$ cat config.mk
export PLATFORM = sky130hd
export DESIGN_NAME = int_to_ascii_formatter_flat
export DESIGN_NICKNAME = d
export VERILOG_FILES = /design/src/sv/itaf_pkg.sv /design/src/sv/itaf_in_if.sv /design/src/sv/itaf_out_if.sv /design/src/sv/int_to_ascii_formatter.sv /design/src/flat_wrapper.sv
export SDC_FILE = /design/constraint.sdc
export NUM_CORES = 1
export LEC_CHECK = 0
export BUFFER_PORTS_ARGS = -buffer_cell sky130_fd_sc_hd__buf_2
export CORE_ASPECT_RATIO = 0.7
export CORE_MARGIN = 3
export CORE_UTILIZATION = 61
export CTS_CLUSTER_SIZE = 12
export DETAILED_ROUTE_END_ITERATION = 10
export GPL_ROUTABILITY_DRIVEN = 0
export PLACE_DENSITY_LB_ADDON = 0.1
export SETUP_SLACK_MARGIN = 0.15
export SYNTH_ARGS = -nofsm -noshare
export SYNTH_HDL_FRONTEND = slang
export SYNTH_SLANG_ARGS = --single-unit
export TNS_END_PERCENT = 30
$ cat constraint.sdc
create_clock -name clk -period 5.2 [get_ports clk]
set_input_delay 0.52 -clock clk [delete_from_list [all_inputs] [get_ports clk]]
set_output_delay 0.52 -clock clk [all_outputs]
set_load 0.02 [all_outputs]
$ cat src/sv/itaf_pkg.sv
// itaf_pkg: shared constants and types for the integer-to-ASCII formatter.
// No dependencies; compile first.
`default_nettype none

package itaf_pkg;

	localparam int unsigned VALUE_BITS      = 32;
	localparam int unsigned VALUE_WIDTH_DEF = 32;

	localparam logic [1:0] CMD_UDEC  = 2'd0;
	localparam logic [1:0] CMD_FIXED = 2'd1;
	localparam logic [1:0] CMD_HEX   = 2'd2;

	localparam logic [3:0] DEC_FRAC_MAX   = 4'd9;
	localparam logic [3:0] HEX_DIGITS_MAX = 4'd8;
	localparam logic [3:0] MAX_RESULTS    = 4'd12;
	localparam logic [3:0] DEC_RADIX      = 4'd10;
	localparam logic [3:0] DABBLE_LIMIT   = 4'd5;
	localparam logic [3:0] DABBLE_ADJUST  = 4'd3;

	localparam logic [6:0] ASC_ZERO    = 7'h30;
	localparam logic [6:0] ASC_UPPER_A = 7'h41;
	localparam logic [6:0] ASC_MINUS   = 7'h2D;
	localparam logic [6:0] ASC_DOT     = 7'h2E;

	typedef enum logic [1:0] {
		ST_IDLE,
		ST_CONV,
		ST_DEC,
		ST_HEX
	} state_t;

endpackage

`default_nettype wire

$ cat src/sv/itaf_in_if.sv
// itaf_in_if: request channel of the formatter (command, value, digit count).
// Depends on itaf_pkg.
`default_nettype none

interface itaf_in_if import itaf_pkg::*; ();
	logic                  valid;
	logic                  ready;
	logic [1:0]            cmd;
	logic [VALUE_BITS-1:0] value;
	logic [3:0]            count;

	modport source (output valid, output cmd, output value, output count, input ready);
	modport sink   (input valid, input cmd, input value, input count, output ready);
endinterface

`default_nettype wire

$ cat src/sv/itaf_out_if.sv
// itaf_out_if: character channel of the formatter (ASCII code, last flag).
// Depends on itaf_pkg.
`default_nettype none

interface itaf_out_if import itaf_pkg::*; ();
	logic       valid;
	logic       ready;
	logic [6:0] char_code;
	logic       last;

	modport source (output valid, output char_code, output last, input ready);
	modport sink   (input valid, input char_code, input last, output ready);
endinterface

`default_nettype wire

$ cat src/sv/int_to_ascii_formatter.sv
// int_to_ascii_formatter: bit-serial binary-to-BCD conversion and character emitter.
// Depends on itaf_pkg, itaf_in_if, itaf_out_if.
//
//   channel  dir  word                          handshake
//   req      in   cmd[1:0] value[31:0] count[3:0]  valid/ready
//   rsp      out  char_code[6:0] last            valid/ready
//
// Decimal modes: accept, then VALUE_WIDTH double-dabble shifts, then the characters are
// emitted and leading zeros are suppressed (at most ND-1 of them, ND = 10 BCD digits at
// the default width). Hex mode: accept, then one character per nibble. One word is in
// flight; req.ready is high in idle, also while the last character waits in the output
// register. A stalled rsp holds the emitter.
`default_nettype none

module int_to_ascii_formatter import itaf_pkg::*; #(
	parameter int unsigned VALUE_WIDTH = VALUE_WIDTH_DEF
) (
	input  logic        clk,
	input  logic        arst_n,
	itaf_in_if.sink     req,
	itaf_out_if.source  rsp
);

	localparam int unsigned ND_RAW    = ((VALUE_WIDTH * 1233) >> 12) + 1;
	localparam int unsigned ND        = (ND_RAW > 10) ? ND_RAW : 10;
	localparam int unsigned BCD_W     = ND * 4;
	localparam int unsigned POS_W     = $clog2(ND);
	localparam int unsigned CMP_W     = (POS_W > 4) ? POS_W : 4;
	localparam int unsigned BIT_CNT_W = $clog2(VALUE_WIDTH + 1);

	state_t state_q, state_d;

	logic [VALUE_WIDTH-1:0] mag_q;
	logic [BCD_W-1:0]       bcd_q;
	logic [BCD_W-1:0]       bcd_next;
	logic [BIT_CNT_W-1:0]   bit_cnt_q;
	logic [POS_W-1:0]       pos_q;
	logic [3:0]             cnt_q;
	logic [2:0]             idx_q;
	logic [3:0]             n_q;
	logic [31:0]            hex_q;
	logic                   sign_pend_q;
	logic                   dot_done_q;
	logic                   seen_q;

	logic                   ovalid_q;
	logic [6:0]             ochar_q;
	logic                   olast_q;

	logic [VALUE_WIDTH-1:0] val_w;
	logic                   val_neg;
	logic [VALUE_WIDTH-1:0] val_mag;
	logic [3:0]             cnt_load;

	logic [3:0]             top_digit;
	logic [3:0]             hex_nib;
	logic [CMP_W-1:0]       pos_ext;
	logic [CMP_W-1:0]       cnt_ext;
	logic                   out_free;
	logic                   trunc;
	logic                   dot_now;
	logic                   skip_now;

	logic                   accept;
	logic                   emit;
	logic [6:0]             emit_char;
	logic                   emit_last;
	logic                   dec_shift;
	logic                   sign_take;
	logic                   dot_take;

	assign val_w    = VALUE_WIDTH'(req.value);
	assign val_neg  = (req.cmd == CMD_FIXED) && val_w[VALUE_WIDTH-1];
	assign val_mag  = val_neg ? (~val_w + VALUE_WIDTH'(1)) : val_w;

	always_comb begin
		case (req.cmd)
			CMD_FIXED: cnt_load = (req.count > DEC_FRAC_MAX) ? DEC_FRAC_MAX : req.count;
			CMD_HEX:   cnt_load = (req.count > HEX_DIGITS_MAX) ? HEX_DIGITS_MAX : req.count;
			default:   cnt_load = 4'd0;
		endcase
	end

	always_comb begin
		logic [3:0] d;
		logic [BCD_W-1:0] adj;
		adj = '0;
		for (int i = 0; i < int'(ND); i++) begin
			d = bcd_q[i*4 +: 4];
			adj[i*4 +: 4] = (d >= DABBLE_LIMIT) ? d + DABBLE_ADJUST : d;
		end
		bcd_next = {adj[BCD_W-2:0], mag_q[VALUE_WIDTH-1]};
	end

	assign top_digit = bcd_q[BCD_W-1 -: 4];
	assign hex_nib   = hex_q[{idx_q, 2'b00} +: 4];
	assign pos_ext   = CMP_W'(pos_q);
	assign cnt_ext   = CMP_W'(cnt_q);
	assign out_free  = !ovalid_q || rsp.ready;
	assign trunc     = (n_q == MAX_RESULTS - 4'd1);
	assign dot_now   = (cnt_q != 4'd0) && !dot_done_q && (pos_ext == cnt_ext - CMP_W'(1));
	assign skip_now  = !seen_q && (top_digit == 4'd0) && (pos_ext > cnt_ext);
	assign accept    = req.valid && req.ready;

	// outputs of the sequencer
	always_comb begin
		req.ready = 1'b0;
		emit      = 1'b0;
		emit_char = ASC_ZERO;
		emit_last = 1'b0;
		dec_shift = 1'b0;
		sign_take = 1'b0;
		dot_take  = 1'b0;
		case (state_q)
			ST_IDLE: begin
				req.ready = 1'b1;
			end
			ST_DEC: begin
				if (sign_pend_q) begin
					emit      = out_free;
					emit_char = ASC_MINUS;
					emit_last = trunc;
					sign_take = out_free;
				end else if (dot_now) begin
					emit      = out_free;
					emit_char = ASC_DOT;
					emit_last = trunc;
					dot_take  = out_free;
				end else if (skip_now) begin
					dec_shift = 1'b1;
				end else begin
					emit      = out_free;
					emit_char = ASC_ZERO + 7'(top_digit);
					emit_last = trunc || (pos_q == '0);
					dec_shift = out_free;
				end
			end
			ST_HEX: begin
				emit      = out_free;
				emit_char = (hex_nib < DEC_RADIX) ? ASC_ZERO + 7'(hex_nib)
				                                  : ASC_UPPER_A + 7'(hex_nib - DEC_RADIX);
				emit_last = trunc || (idx_q == 3'd0);
			end
			default: ;
		endcase
	end

	// next state
	always_comb begin
		state_d = state_q;
		case (state_q)
			ST_IDLE: begin
				if (accept) begin
					case (req.cmd)
						CMD_UDEC, CMD_FIXED: state_d = ST_CONV;
						CMD_HEX:             state_d = (cnt_load != 4'd0) ? ST_HEX : ST_IDLE;
						default:             state_d = ST_IDLE;
					endcase
				end
			end
			ST_CONV: begin
				if (bit_cnt_q == BIT_CNT_W'(1)) begin
					state_d = ST_DEC;
				end
			end
			ST_DEC, ST_HEX: begin
				if (emit && emit_last) begin
					state_d = ST_IDLE;
				end
			end
			default: state_d = ST_IDLE;
		endcase
	end

	always_ff @(posedge clk or negedge arst_n) begin
		if (!arst_n) begin
			state_q  <= ST_IDLE;
			ovalid_q <= 1'b0;
		end else begin
			state_q <= state_d;
			if (emit) begin
				ovalid_q <= 1'b1;
			end else if (rsp.ready) begin
				ovalid_q <= 1'b0;
			end
		end
	end

	always_ff @(posedge clk) begin
		if (emit) begin
			ochar_q <= emit_char;
			olast_q <= emit_last;
			n_q     <= n_q + 4'd1;
		end
		case (state_q)
			ST_IDLE: begin
				if (accept) begin
					mag_q       <= val_mag;
					bcd_q       <= '0;
					bit_cnt_q   <= BIT_CNT_W'(VALUE_WIDTH);
					pos_q       <= POS_W'(ND - 1);
					cnt_q       <= cnt_load;
					idx_q       <= 3'(cnt_load - 4'd1);
					n_q         <= 4'd0;
					hex_q       <= 32'(val_w);
					sign_pend_q <= val_neg;
					dot_done_q  <= 1'b0;
					seen_q      <= 1'b0;
				end
			end
			ST_CONV: begin
				bcd_q     <= bcd_next;
				mag_q     <= {mag_q[VALUE_WIDTH-2:0], 1'b0};
				bit_cnt_q <= bit_cnt_q - BIT_CNT_W'(1);
			end
			ST_DEC: begin
				if (sign_take) begin
					sign_pend_q <= 1'b0;
				end
				if (dot_take) begin
					dot_done_q <= 1'b1;
				end
				if (dec_shift) begin
					bcd_q <= {bcd_q[BCD_W-5:0], 4'd0};
					pos_q <= pos_q - POS_W'(1);
					if (!skip_now) begin
						seen_q <= 1'b1;
					end
				end
			end
			ST_HEX: begin
				if (emit) begin
					idx_q <= idx_q - 3'd1;
				end
			end
			default: ;
		endcase
	end

	assign rsp.valid     = ovalid_q;
	assign rsp.char_code = ochar_q;
	assign rsp.last      = olast_q;

	a_last_ends_word: assert property (@(posedge clk) disable iff (!arst_n)
		(emit && emit_last) |=> (state_q == ST_IDLE))
		else $error("formatter kept running after the last character");

	a_count_bound: assert property (@(posedge clk) disable iff (!arst_n)
		((state_q == ST_DEC) || (state_q == ST_HEX)) |-> (n_q < MAX_RESULTS))
		else $error("character count exceeded its limit");

	a_fraction_after_int: assert property (@(posedge clk) disable iff (!arst_n)
		((state_q == ST_DEC) && (pos_ext < cnt_ext)) |-> (seen_q && !sign_pend_q))
		else $error("fraction digit reached before integer part");

	a_emit_needs_room: assert property (@(posedge clk) disable iff (!arst_n)
		(ovalid_q && !rsp.ready) |-> !emit)
		else $error("character emitted over a pending word");

endmodule

`default_nettype wire
$ cat src/flat_wrapper.sv
// flat-port wrapper written by rule: the top's interface ports become plain ports
module int_to_ascii_formatter_flat import itaf_pkg::*;
#(
	parameter int unsigned VALUE_WIDTH = VALUE_WIDTH_DEF
)
  (clk, arst_n, req_valid, req_cmd, req_value, req_count, req_ready, rsp_valid, rsp_char_code, rsp_last, rsp_ready);
  itaf_in_if req_i ();
  itaf_out_if rsp_i ();
  input  logic clk;
  input  logic arst_n;
  input wire logic [$bits(req_i.valid)-1:0] req_valid;
  input wire logic [$bits(req_i.cmd)-1:0] req_cmd;
  input wire logic [$bits(req_i.value)-1:0] req_value;
  input wire logic [$bits(req_i.count)-1:0] req_count;
  output wire logic [$bits(req_i.ready)-1:0] req_ready;
  output wire logic [$bits(rsp_i.valid)-1:0] rsp_valid;
  output wire logic [$bits(rsp_i.char_code)-1:0] rsp_char_code;
  output wire logic [$bits(rsp_i.last)-1:0] rsp_last;
  input wire logic [$bits(rsp_i.ready)-1:0] rsp_ready;
  assign req_i.valid = req_valid;
  assign req_i.cmd = req_cmd;
  assign req_i.value = req_value;
  assign req_i.count = req_count;
  assign req_ready = req_i.ready;
  assign rsp_valid = rsp_i.valid;
  assign rsp_char_code = rsp_i.char_code;
  assign rsp_last = rsp_i.last;
  assign rsp_i.ready = rsp_ready;
  int_to_ascii_formatter #(.VALUE_WIDTH(VALUE_WIDTH)) u_core (.clk(clk), .arst_n(arst_n), .req(req_i), .rsp(rsp_i));
endmodule
* Yosys cells after proc, flatten, opt, wreduce, memory -nomap -nowiden
Index checks and enable logic that the tools add are counted.
** Word-level totals
- Bits of input ports :: 42
- Word-level logic and storage cells :: 174
- Flip-flop bits (word level) :: 139
- Memory bits (writable) :: 0
- Bits in latches :: 0
- Memories :: 0
- Output and inout port bits :: 10
- Memory bits (read-only) :: 0
** Cells by class
- Reduce and logical (&&, ||, !) cells :: 36
- $mul :: 0
- Eq/ne operators :: 16
- Magnitude comparators :: 14
- Multiplexer cells :: 70
- Add/sub/neg operators :: 21
- Divide/modulo/power cells :: 0
- Bitwise logic cells :: 1
- Shift-type cells :: 1
** Operators by type and width (number)
- case mux 40 bit (3 select lines) :: 1
- two-way mux 40 bit :: 2
- two-way mux 32 bit :: 2
- two-way mux 4 bit :: 16
- case mux 32 bit (2 select lines) :: 1
- greater-or-equal comparator 4 x 3 -> 1 bit (second input constant) :: 10
- adder 4 x 2 -> 4 bit (second input constant) :: 9
- adder 32 x 1 -> 32 bit (second input constant) :: 1
- NOT 32 bit :: 1
- variable part select 32 x 6 -> 4 bit :: 1
- two-way mux 7 bit :: 4
- two-way mux 1 bit :: 24
- AND reduction 3 bit :: 6
- case mux 4 bit (2 select lines) :: 2
- adder 6 x 4 -> 7 bit (first input constant) :: 2
- inequality test 2 x 1 -> 1 bit (second input constant) :: 7
- case mux 7 bit (2 select lines) :: 1
- case mux 6 bit (2 select lines) :: 1
- case mux 1 bit (2 select lines) :: 5
- two-way mux 3 bit :: 3
- > comparator 4 bit (second input constant) :: 2
- zero test 4 bit :: 2
- two-way mux 2 bit :: 4
- nonzero test 2 bit :: 4
- other kinds (29) :: 48

* Logic depth before layout (Yosys ltp)
Gate-level depths: netlist of run 1.
- Depth after elaboration :: 10
- Gate-level depth with buffers :: 11
- Gate-level depth less buffers :: 9

* Least setup slack after synthesis of run 1
Ideal clock, no wire load.
- Kind :: register to register
- From :: register u_core.state_q[1]
- To :: register u_core.bit_cnt_q[0], enable pin
- Stages on the path, launching flop included :: 8
- Arrival time :: 4.056 ns
- Path buffers :: 3
- Required time :: 4.714 ns
- Clock period less this slack :: 4.543 ns
- Library setup time :: 0.486 ns
- Slack :: 0.657 ns
- Cells stage by stage :: dfrtp_1 inv_1 ha_1 clkbuf_1 inv_1 clkbuf_1 clkbuf_1 o21ai_0
** Between the ends
- Longest elaborated chain between the ends :: 5
- Elaborated cells on any way between the ends :: 7
- Classes of those cells :: eq/ne (2); mux (1); reduce/logical (4)
** Ends and longest elaborated chain
- from (decl) :: RTL line int_to_ascii_formatter.sv:31 : state_t state_q, state_d;
- from (signal assigned) :: RTL line int_to_ascii_formatter.sv:180 : state_q <= state_d;
- zero test 2 bit :: RTL line int_to_ascii_formatter.sv:114, int_to_ascii_formatter.sv:195
- two-way mux 1 bit :: RTL line int_to_ascii_formatter.sv:114 : case (state_q)
- logical AND 1 bit :: RTL line int_to_ascii_formatter.sv:103 : assign accept = req.valid && req.ready;
- inequality test 2 x 1 -> 1 bit (no source line)
- AND reduction 2 bit (no source line) (*)
- to (signal assigned) :: RTL line int_to_ascii_formatter.sv:200 : bit_cnt_q <= BIT_CNT_W'(VALUE_WIDTH);
- to (signal assigned) :: RTL line int_to_ascii_formatter.sv:214 : bit_cnt_q <= bit_cnt_q - BIT_CNT_W'(1);
- to (decl) :: RTL line int_to_ascii_formatter.sv:36 : logic [BIT_CNT_W-1:0] bit_cnt_q;
Every way passes the cells marked *; elsewhere a longest branch is shown, timed or not.
A chain may end at the register's enable or synchronous reset.

* Worst setup path after layout of run 1
- From :: register u_core.bcd_q[36]
- To :: register u_core.bcd_q[2], enable pin
** Between the ends
- Longest elaborated chain between the ends :: 9
** Ends and longest elaborated chain
- from (decl) :: RTL line int_to_ascii_formatter.sv:34 : logic [BCD_W-1:0] bcd_q;
- from (signal assigned) :: RTL line int_to_ascii_formatter.sv:212 : bcd_q <= bcd_next;
- from (signal assigned) :: RTL line int_to_ascii_formatter.sv:224 : bcd_q <= {bcd_q[BCD_W-5:0], 4'd0};
- zero test 4 bit :: RTL line int_to_ascii_formatter.sv:102 : assign skip_now = !seen_q && (top_digit == 4'd0) && (pos_ext > cnt_ext);
- logical AND 1 bit (2 in series) :: RTL line int_to_ascii_formatter.sv:102
- two-way mux 1 bit :: RTL line int_to_ascii_formatter.sv:129 : end else if (skip_now) begin
- two-way mux 1 bit :: RTL line int_to_ascii_formatter.sv:124 : end else if (dot_now) begin
- two-way mux 1 bit :: RTL line int_to_ascii_formatter.sv:119 : if (sign_pend_q) begin
- two-way mux 1 bit :: RTL line int_to_ascii_formatter.sv:114
- inequality test 2 x 1 -> 1 bit (no source line)
- AND reduction 3 bit (no source line)
Every way passes these cells.

==> qor.csv, run 1 <==
stage;metric;value;unit
sta;period utilization;70.52;%
setup_path;Max stage delay on crit path;0.93;ns
yosys;Synthesis Warnings;0;
sta;Final min period;3.667;ns
yosys;commonest register cell after synthesis;edfxtp_1;
placed_design;Port Buffers;51;
sta;Final Worst Setup Slack;1.533;ns
routing;First-pass DRT Iterations;5;
clock_network;Sink Count;139;
yosys;Mean Syn Cell Area;10.93;µm²
yosys;Post-synth EDFFs;132;
flow_run;Max Cap Viol;0;
final_layout;filler instances;904;
die;die area;0.01476;mm²
grt;largest net degree at the start of global routing;79;
sta;slew at the pin with the worst max-slew slack;1.166;ns
die;Die Y;102.5;µm
routing;DRC viols;0;
setup_path;crit path kind;reg -> reg;
grt;Total GRT Usage;24.66;%
clock_network;root buffer cell;clkbuf_16;
yosys;largest cells by area after synthesis;edfxtp_1 (49%), ha_1 (6.9%), o21ai_0 (3.9%);
routing;initial DRC count;467;
setup_path;Crit. End Element;register;
grt;grt total ovfl;0;
yosys;sequential fraction of the synthesis area;50.72;%
yosys;synthesis-stage register bit count;139;
placed_design;Place WS;1.577;ns
grt;vias in the first global route;5597;
setup_path;Worst EP required;5.24;ns
pwr;Pwr per Cell Area;629.1;mW/mm²
setup_path;Worst Path Arrival;3.70;ns
setup_path;crit path cell chain;inv_1 > ha_1 > or4b_2 > a41oi_1 > o21ai_0 > a211oi_1 > o21ai_0 > nor2_4;
outcome;status;finished clean;
clock_network;clock transition at the registers of the reported paths;0.06;ns
die;I/O pin count;52;
placed_design;HPWL after DPL;12.23;mm
final_layout;Layout Cells excl Fill;959;
final_layout;area added between synthesis and finish;11.43;%
yosys;post-synth net total;830;
final_layout;fin util;71.15;%
routing;Routed Antenna Nets;0;
setup_path;Crit Path Max Fanout;40;
final_layout;fraction of layout cells with a size suffix above 1;13.55;%
die;FP Rows;34;
setup_path;slowest CP cell;nor2_4;
grt;initial antenna violation count;0;
sta;Slew HR;22.06;%
sta;final number of setup-violating endpoints;0;
final_layout;Inserted Diodes;0;
sta;Final Hold Vio Count;0;
setup_path;Buf/Inv on CP;1;
placed_design;# placed instances;926;
yosys;mapped cell area;0.008122;mm²
yosys;share of the synthesized area in the top cell type;48.81;%
clock_network;H-tree lvl count;4;
routing;wirelength, routed;17.48;mm
sta;Achievable Freq;272.7;MHz
routing;post-DR vias/cell;6.051;
sta;worst hold slack;0.3138;ns
sta;final setup TNS;0;ns
die;Die X;143.9;µm
die;core box area;0.01272;mm²
clock_network;TritonCTS clock tree;yes;
yosys;area leader, netlist;edfxtp_1;
pwr;Leakage Power;3.320;nW
sta;Slew Limit Fails;0;
setup_path;CP top delay family;simple AND/OR/NAND/NOR gates;
pwr;Worst VDD drop;0.3615;mV
die;Starting Density;63.85;%
yosys;Unique masters post-synth;58;
routing;routed len/inst;18.22;µm
yosys;Post-Syn Instances;743;
clock_network;clock latency on the worst-skew pair;0.43;ns
min_path;Hold WC Path Type;in -> reg;
clock_network;TritonCTS Buffers;17;
grt;first-pass GRT wire length;28.05;mm
setup_path;CP most frequent cell;o21ai_0;
setup_path;Worst setup SP type;register;
clock_network;Clock Path Buffers;2;
sta;worst clock skew;0.01437;ns
sta;RSZ-0062 raised after global routing;no;
final_layout;Nets;871;
yosys;asr flop ratio synth;2.158;%
routing;vias;5803;
==> cell families after synthesis <==
kind of cell,after synthesis,synth area share (%)
AOI/OAI and AO/OA,170,13.43
xor gates and xnor gates,65,7.195
adders and majority gates,45,6.933
buffers and inverters,78,3.713
DFF,139,50.72
muxes,22,4.021
and+or+nand+nor,224,13.99
==> synthesized netlist by cell type (2+ instances only) <==
master     instances
o41ai_1            2
mux2i_1            9
dfrtp_1            3
nand3_1            5
xnor2_1           32
nor3b_1            9
nand4_1            2
nor2b_1           30
a211o_1            2
nor3_1            12
dfxtp_1            4
a31oi_1            2
nor4_1             3
nor2_1            42
o32ai_1           10
a211oi_1           3
inv_1             44
nand2_1           68
mux2_2             5
edfxtp_1         132
nor4b_1            2
or2_2              3
a2bb2oi_1          9
a21oi_1           36
xor2_1            32
a21o_1             2
mux4_2             8
and2_1            15
or3_1              6
o211a_1            2
buf_1              4
o21ai_0           63
a22oi_1           19
or4_1              4
nand2b_1          18
ha_1              45
clkbuf_1          27
o31ai_1            9
==> metal layers <==
layer / vias to the layer above / share of wire, % / global-route usage (%)
li1: 2779 / - / -
met1: 2785 / 46 / 34.73
met2: 203 / 46 / 38.24
met3: 36 / 6.4 / 5.749
met4: 0 / 2.0 / 8.394
met5: - / 0 / 0
==> worst paths after layout <==
kind                             startpoint                 to  slack, ns  cells past startpoint
max                        u_core.bcd_q[36]    u_core.bcd_q[2]       1.53                      8
min                           req_value[25]   u_core.hex_q[25]       0.31                      1
max reg2reg                u_core.bcd_q[36]    u_core.bcd_q[2]       1.53                      8
min reg2reg                   u_core.n_q[3]      u_core.n_q[3]       0.51                      2
max in group asynchronous            arst_n  u_core.state_q[0]       4.64                      2
min in group asynchronous            arst_n   u_core.rsp.valid       0.44                      2
==> registers in the layout, summed over array words and instances (netlist names) <==
register and flops:
u_core.rsp.last 1, u_core.seen_q 1, u_core.bit_cnt_q 6, u_core.cnt_ext 4, u_core.sign_pend_q 1, u_core.rsp.char_code 7
u_core.idx_q 3, u_core.rsp.valid 1, u_core.mag_q 32, u_core.bcd_q 40, u_core.pos_ext 4, u_core.n_q 4
u_core.dot_done_q 1, u_core.hex_q 32, u_core.state_q 2
==> metrics by stage <==
stage	power, W	instance area [µm²]
CTS	0.005692	9050
detailed placement	0.004547	8491
finish	0.005693	9050
global route	0.006087	9050
floorplan	0.003938	8122
global placement	0.004424	8491
==> layout make-up <==
| type | count | area [µm²] | area share (%) |
|---|---|---|---|
| Multi-Input combinational cell | 526 | 3722 | 41.13 |
| Inverter | 45 | 168.9 | 1.866 |
| Clock inverter | 15 | 123.9 | 1.369 |
| Tap cell | 162 | 202.7 | 2.240 |
| Clock buffer | 17 | 425.4 | 4.701 |
| Sequential cell | 139 | 4119 | 45.51 |
| Timing Repair Buffer | 55 | 287.8 | 3.180 |
==> repair_timing <==
item,4_1_cts,5_1_grt
endpoints found under the hold margin,3,0
buffers inserted,0,0
endpoints found under the setup margin,0,0
gates resized for setup,0,0
hold buffers,1,0
==> cells in the final DEF (no fill, tap or decap), types with 4 or more instances in the layout <==
cell        synthesis  layout
xor2_1             32      32
o21ai_0            63      62
edfxtp_1          132     132
xnor2_1            32      32
clkinvlp_4          0       4
ha_1               45      44
mux2_2              5       5
nor2b_1            30      30
dfxtp_1             4       4
mux4_2              8       8
nand2b_1           18      18
o31ai_1             9       9
clkinv_2            0       5
nor3b_1             9       9
or4_1               4       4
a2bb2oi_1           9       9
buf_2               1      51
or3_1               6       6
nor3_1             12      12
and2_1             15      15
inv_1              44      44
mux2i_1             9       9
nand3_1             5       5
o32ai_1            10      10
a21oi_1            36      36
a22oi_1            19      19
nor2_1             42      41
clkbuf_16           0      17
nand2_1            68      68
==> worst register-to-register path, delay by kind of cell (launching register included) <==
kind,cells,cell delay [ns]
and+or+nand+nor,2,1.56
AOI/OAI and AO/OA,4,0.97
DFF,1,0.45
adders and majority gates,1,0.17
buffers and inverters,1,0.12
==> power breakdown <==
| part | internal (W) | switching [W] |
|---|---|---|
| Combinational | 0.000903 | 0.00140 |
| Sequential | 0.00191 | 0.000340 |
| Clock | 0.000655 | 0.000485 |
Note: power is estimated with default switching activity, not from simulation.
==> inputs of run 2 (changes only) <==
--- a/config.mk
+++ b/config.mk
@@ -8,7 +8,7 @@
 export BUFFER_PORTS_ARGS = -buffer_cell sky130_fd_sc_hd__buf_2
 export CORE_ASPECT_RATIO = 0.7
 export CORE_MARGIN = 3
-export CORE_UTILIZATION = 61
+export CORE_UTILIZATION = 55
 export CTS_CLUSTER_SIZE = 12
 export DETAILED_ROUTE_END_ITERATION = 10
 export GPL_ROUTABILITY_DRIVEN = 0
==> constraint.sdc (replaced) <==
create_clock -name clk -period 3 [get_ports clk]
set_input_delay 0.3 -clock clk [delete_from_list [all_inputs] [get_ports clk]]
set_output_delay 0.3 -clock clk [all_outputs]
set_load 0.02 [all_outputs]
==> run 2 against run 1 <==
  * Total power up 82%
  * Core utilization down 5.1 points
  * Clock skew grew 0.0023 ns
  * Largest power group unchanged
  * Clock power grew 83%
  * Combinational power rose by 90%
  * Design area increased by 3.6%
  * Critical path depth grew 1
  * Critical endpoint is now u_core.bcd_q[26]
  * Die area rose by 10%
  * Largest cell class unchanged
  * Worst setup slack worse by 1.4 ns
  * Sequential cell count is the same
  * Final cell count grew 5.2%
==> qor.csv, run 2 (synthesized netlist as in run 1, its figures left out) <==
stage;metric;value;unit
outcome;status;finished clean;
final_layout;max reg flops;40;
sta;Achievable Freq;350.5;MHz
pwr;sw power;0.003922;W
setup_path;Worst Path Arrival;2.97;ns
final_layout;area added between synthesis and finish;15.42;%
sta;Slew Limit Fails;0;
clock_network;TritonCTS Buffers;17;
grt;first-pass GRT wire length;29.55;mm
die;Die Y;107.7;µm
routing;DRC viols;0;
final_layout;most common cell after layout, fill and taps aside;edfxtp_1;
routing;First-pass DRT Iterations;5;
pwr;Clock Power Share;20.2;%
die;Die X;151.2;µm
sta;Final min period;2.853;ns
clock_network;clock latency on the worst-skew pair;0.42;ns
setup_path;Crit Path Max Fanout;20;
clock_network;H-tree lvl count;4;
placed_design;Port Buffers;51;
final_layout;footprint of the multi-input gates;0.003746;mm²
sta;worst hold slack;0.1003;ns
final_layout;Biggest register;u_core.bcd_q;
grt;largest net degree at the start of global routing;46;
final_layout;Nets;893;
clock_network;TritonCTS clock tree;yes;
sta;Slew HR;54.85;%
sta;Final Hold Vio Count;0;
final_layout;storage element area;0.004119;mm²
setup_path;Worst EP required;3.12;ns
pwr;Reg power frac;37.3;%
placed_design;Place WS;0.04777;ns
final_layout;filler instances;1130;
grt;vias in the first global route;5746;
routing;Routed Antenna Nets;0;
final_layout;Inserted Diodes;0;
sta;final setup TNS;0;ns
clock_network;Sink Count;139;
routing;routed len/inst;18.23;µm
min_path;Hold WC Path Type;in -> reg;
sta;RSZ-0062 raised after global routing;yes;
final_layout;fraction of layout cells with a size suffix above 1;15.75;%
routing;wirelength, routed;18.39;mm
die;die area;0.01628;mm²
die;Starting Density;57.24;%
pwr;Combinational Power Share;42.5;%
sta;final number of setup-violating endpoints;0;
pwr;Leakage Power;3.474;nW
setup_path;Worst setup SP type;register;
sta;worst clock skew;0.01665;ns
die;FP Rows;36;
flow_run;Max Cap Viol;0;
clock_network;root buffer cell;clkbuf_16;
routing;vias;5896;
setup_path;Crit. End Element;register;
sta;period utilization;95.11;%
placed_design;HPWL after DPL;13.08;mm
sta;Final Worst Setup Slack;0.1466;ns
clock_network;clock transition at the registers of the reported paths;0.06;ns
die;I/O pin count;52;
grt;Total GRT Usage;23.49;%
pwr;Net Sw Frac;37.94;%
grt;grt total ovfl;0;
final_layout;Regs by FF count;u_core.bcd_q x40, u_core.hex_q x32, u_core.mag_q x32;
routing;initial DRC count;438;
clock_network;Clock Path Buffers;2;
pwr;Pwr per Cell Area;1103;mW/mm²
grt;initial antenna violation count;0;
die;core box area;0.01419;mm²
final_layout;most frequent cells in the layout;edfxtp_1 (132), nand2_1 (68), o21ai_0 (60);
sta;slew at the pin with the worst max-slew slack;0.6747;ns
routing;post-DR vias/cell;5.843;
setup_path;crit path kind;reg -> reg;
pwr;Worst VDD drop;0.6396;mV
pwr;Power Internal;0.006416;W
## run 2: per-layer routing
metal  vias to the layer above  global-route usage (%)  share of wire [%]
li1                       2822                       -                  -
met1                      2844                   35.73                 49
met2                       200                   33.79                 44
met3                        30                   5.261                5.9
met4                         0                   6.598                1.5
met5                         -                       0                  0
## run 2: power groups by stage
stage                     registers [W]  logic, W  clock network (W)
final                           0.00386   0.00439            0.00209
after global routing            0.00395   0.00491            0.00219
after CTS                       0.00386   0.00428            0.00211
after detailed placement        0.00388   0.00424                  0
after global placement          0.00384   0.00405                  0
after floorplan                 0.00375   0.00306                  0
## run 2: area by class of cell
class                      instances  share of cell area, %
clock inverter                    14                  1.628
inverter                          45                  1.802
tap                              190                  2.536
timing repair buffer              77                  5.553
multi-input combinational        526                  39.96
sequential                       139                  43.94
clock buffer                      18                  4.578
## run 2: final timing paths
kind | to | depth (start not counted) | start | slack, ns
worst max-delay path | u_core.bcd_q[26] | 9 | u_core.bcd_q[37] | 0.15
worst min-delay path | u_core.hex_q[12] | 1 | req_value[12] | 0.10
worst max register to register | u_core.bcd_q[26] | 9 | u_core.bcd_q[37] | 0.15
worst min register to register | u_core.n_q[3] | 2 | u_core.n_q[3] | 0.47
max in group asynchronous | u_core.rsp.valid | 2 | arst_n | 2.60
min in group asynchronous | u_core.state_q[1] | 2 | arst_n | 0.29
## run 2: worst max-delay path: stages, from the launching register on
cell and delay, ns:
edfxtp_1 0.41, inv_1 0.13, ha_1 0.14, or4b_2 0.63, a41oi_2 0.23, o21ai_2 0.14, a211oi_1 0.30, o21ai_2 0.13
nor2_4 0.20, clkbuf_16 0.24
## run 2: repair_timing
action	4_1_cts	5_1_grt
setup endpoints to repair	46	48
gates cloned	0	1
endpoints found under the hold margin	3	0
hold buffers	1	0
buffers inserted	0	1
resized for setup	3	4
## run 2: stage by stage
step           std cells  utilization (%)  instance area [µm²]  power, W
2_1_floorplan        743                -                 8128  0.006807
3_3_place_gp         974            61.41                 8713  0.007889
3_5_place_dp         974            61.41                 8713  0.008118
4_1_cts             1007            65.63                 9313   0.01025
5_1_grt             1009            66.07                 9374   0.01105
6_report            1009            66.07                 9374   0.01034
==> inputs of run 3 (changes only) <==
--- a/config.mk
+++ b/config.mk
@@ -6,7 +6,6 @@
 export NUM_CORES = 1
 export LEC_CHECK = 0
 export BUFFER_PORTS_ARGS = -buffer_cell sky130_fd_sc_hd__buf_2
-export CORE_ASPECT_RATIO = 0.7
 export CORE_MARGIN = 3
 export CORE_UTILIZATION = 55
 export CTS_CLUSTER_SIZE = 12
@@ -14,6 +13,7 @@
 export GPL_ROUTABILITY_DRIVEN = 0
 export PLACE_DENSITY_LB_ADDON = 0.1
 export SETUP_SLACK_MARGIN = 0.15
+export SKIP_CTS_REPAIR_TIMING = 1
 export SYNTH_ARGS = -nofsm -noshare
 export SYNTH_HDL_FRONTEND = slang
 export SYNTH_SLANG_ARGS = --single-unit
==> run 3 against run 2 <==
  * Global-route usage down 1.3 points
  * Critical path depth down 1
  * Worst setup slack better by 0.041 ns
  * Register-to-register slack better by 0.04 ns
  * Total power down 2.4%
  * Sequential share of layout area up 0.55 points
  * Via count down 0.97%
  * Non-clock buffer count down 2
  * Routed wire length down 6.1%
  * Die area down 0.15%
  * Sequential cell count unchanged
==> qor.csv, run 3 (synthesized netlist as in run 1, its figures left out) <==
stage;metric;value;unit
routing;Routed Antenna Nets;0;
grt;initial antenna violation count;0;
sta;Slew Limit Fails;0;
pwr;Leakage Power;3.422;nW
final_layout;max reg flops;40;
routing;routed len/inst;17.36;µm
sta;final number of setup-violating endpoints;0;
setup_path;R2R Setup Slk;0.19;ns
sta;Achievable Freq;355.5;MHz
die;core box area;0.01415;mm²
outcome;status;finished clean;
setup_path;Worst setup SP type;register;
sta;RSZ-0062 raised after global routing;yes;
die;I/O pin count;52;
clock_network;Clock Path Buffers;2;
die;FP Rows;43;
setup_path;Worst Path Arrival;3.11;ns
final_layout;fraction of layout cells with a size suffix above 1;15.21;%
final_layout;Inserted Diodes;0;
die;Die X;127.5;µm
sta;Final min period;2.813;ns
sta;Slew HR;48.95;%
die;Die Y;127.5;µm
clock_network;H-tree lvl count;4;
final_layout;Biggest register;u_core.bcd_q;
setup_path;Max stage delay on crit path;0.61;ns
final_layout;fin util;65.43;%
routing;First-pass DRT Iterations;5;
sta;period utilization;93.75;%
clock_network;Sink Count;139;
grt;largest net degree at the start of global routing;50;
final_layout;most frequent cells in the layout;edfxtp_1 (132), nand2_1 (68), o21ai_0 (60);
final_layout;most common cell after layout, fill and taps aside;edfxtp_1;
clock_network;root buffer cell;clkbuf_16;
placed_design;HPWL after DPL;12.34;mm
sta;slew at the pin with the worst max-slew slack;0.7657;ns
grt;Total GRT Usage;22.22;%
routing;wirelength, routed;17.28;mm
grt;vias in the first global route;5833;
clock_network;TritonCTS Buffers;17;
sta;final setup TNS;0;ns
placed_design;Port Buffers;51;
clock_network;clock latency on the worst-skew pair;0.42;ns
setup_path;slowest CP cell;or4b_2;
clock_network;TritonCTS clock tree;yes;
final_layout;area added between synthesis and finish;13.99;%
setup_path;crit path kind;reg -> reg;
flow_run;Max Cap Viol;0;
sta;worst clock skew;0.007078;ns
setup_path;Crit. End Element;register;
sta;Final Hold Vio Count;0;
placed_design;Place WS;0.07964;ns
grt;grt total ovfl;0;
grt;first-pass GRT wire length;28.61;mm
routing;DRC viols;0;
setup_path;Worst EP required;3.30;ns
routing;vias;5839;
die;die area;0.01626;mm²
die;Starting Density;57.40;%
final_layout;Nets;891;
setup_path;Crit Path Max Fanout;5;
final_layout;filler instances;1117;
pwr;Worst VDD drop;0.5408;mV
pwr;Pwr per Cell Area;1090;mW/mm²
setup_path;crit path cell chain;inv_1 > ha_1 > or4b_2 > a41oi_2 > o21ai_1 > o32ai_1 > nor4_1 > a311o_1;
routing;post-DR vias/cell;5.868;
min_path;Hold WC Path Type;in -> reg;
pwr;Final Power;0.01009;W
sta;Final Worst Setup Slack;0.1874;ns
routing;initial DRC count;354;
final_layout;Regs by FF count;u_core.bcd_q x40, u_core.hex_q x32, u_core.mag_q x32;
clock_network;clock transition at the registers of the reported paths;0.06;ns
[run 3: changes by cell type in the layout (fill, tap and decap cells not counted), sizes merged]
| cell | previous run | this run |
|---|---|---|
| clkinvlp | 1 | 2 |
| clkbuf | 19 | 18 |
| clkinv | 10 | 9 |
| inv | 45 | 44 |
| buf | 75 | 74 |
| bufinv | 3 | 2 |
[run 3: final cells by class]
cell class                      instances  area, µm²  share of cell area [%]
Multi-Input combinational cell        526       3745                   40.45
Clock inverter                         12      107.6                   1.162
Sequential cell                       139       4119                   44.49
Tap cell                              180      225.2                   2.433
Inverter                               45      168.9                   1.825
Timing Repair Buffer                   75      462.9                   5.001
Clock buffer                           18      429.2                   4.636
[run 3: metal layers]
layer  part of all wire [%]  track usage (%)
met1                     45            29.93
met2                     48            35.52
met3                    5.2            4.557
met4                    1.9            8.707
met5                      0                0
[run 3: power by group]
group | internal, W | total, W | switching, W
clock | 0.00119 | 0.00195 | 0.000756
sequential | 0.00329 | 0.00386 | 0.000569
combinational | 0.00180 | 0.00429 | 0.00249
total | 0.00627 | 0.0101 | 0.00382
[run 3: final timing paths]
check,start,to,cells after the start
max,u_core.bcd_q[36],u_core.state_q[0],8
min,req_value[9],u_core.hex_q[9],1
max reg2reg,u_core.bcd_q[36],u_core.state_q[0],8
min reg2reg,u_core.n_q[3],u_core.n_q[3],2
max in group asynchronous,arst_n,u_core.state_q[0],2
min in group asynchronous,arst_n,u_core.state_q[1],2
[run 3: per-stage QoR]
step	std cells	area, µm²	hold slack (ns)
2_1_floorplan	743	8128	0.004409
3_3_place_gp	962	8673	0.1057
4_1_cts	992	9210	-0.3354
5_1_grt	995	9258	0.09615
3_5_place_dp	962	8673	0.1106
6_report	995	9258	0.1072
[run 3: worst max-delay path, delay by kind of cell (launching register included)]
family,cells,cell delay [ns]
fa+ha+maj,1,0.14
flops,1,0.45
buf+inv,1,0.12
simple gates,2,0.77
compound gates,4,1.23
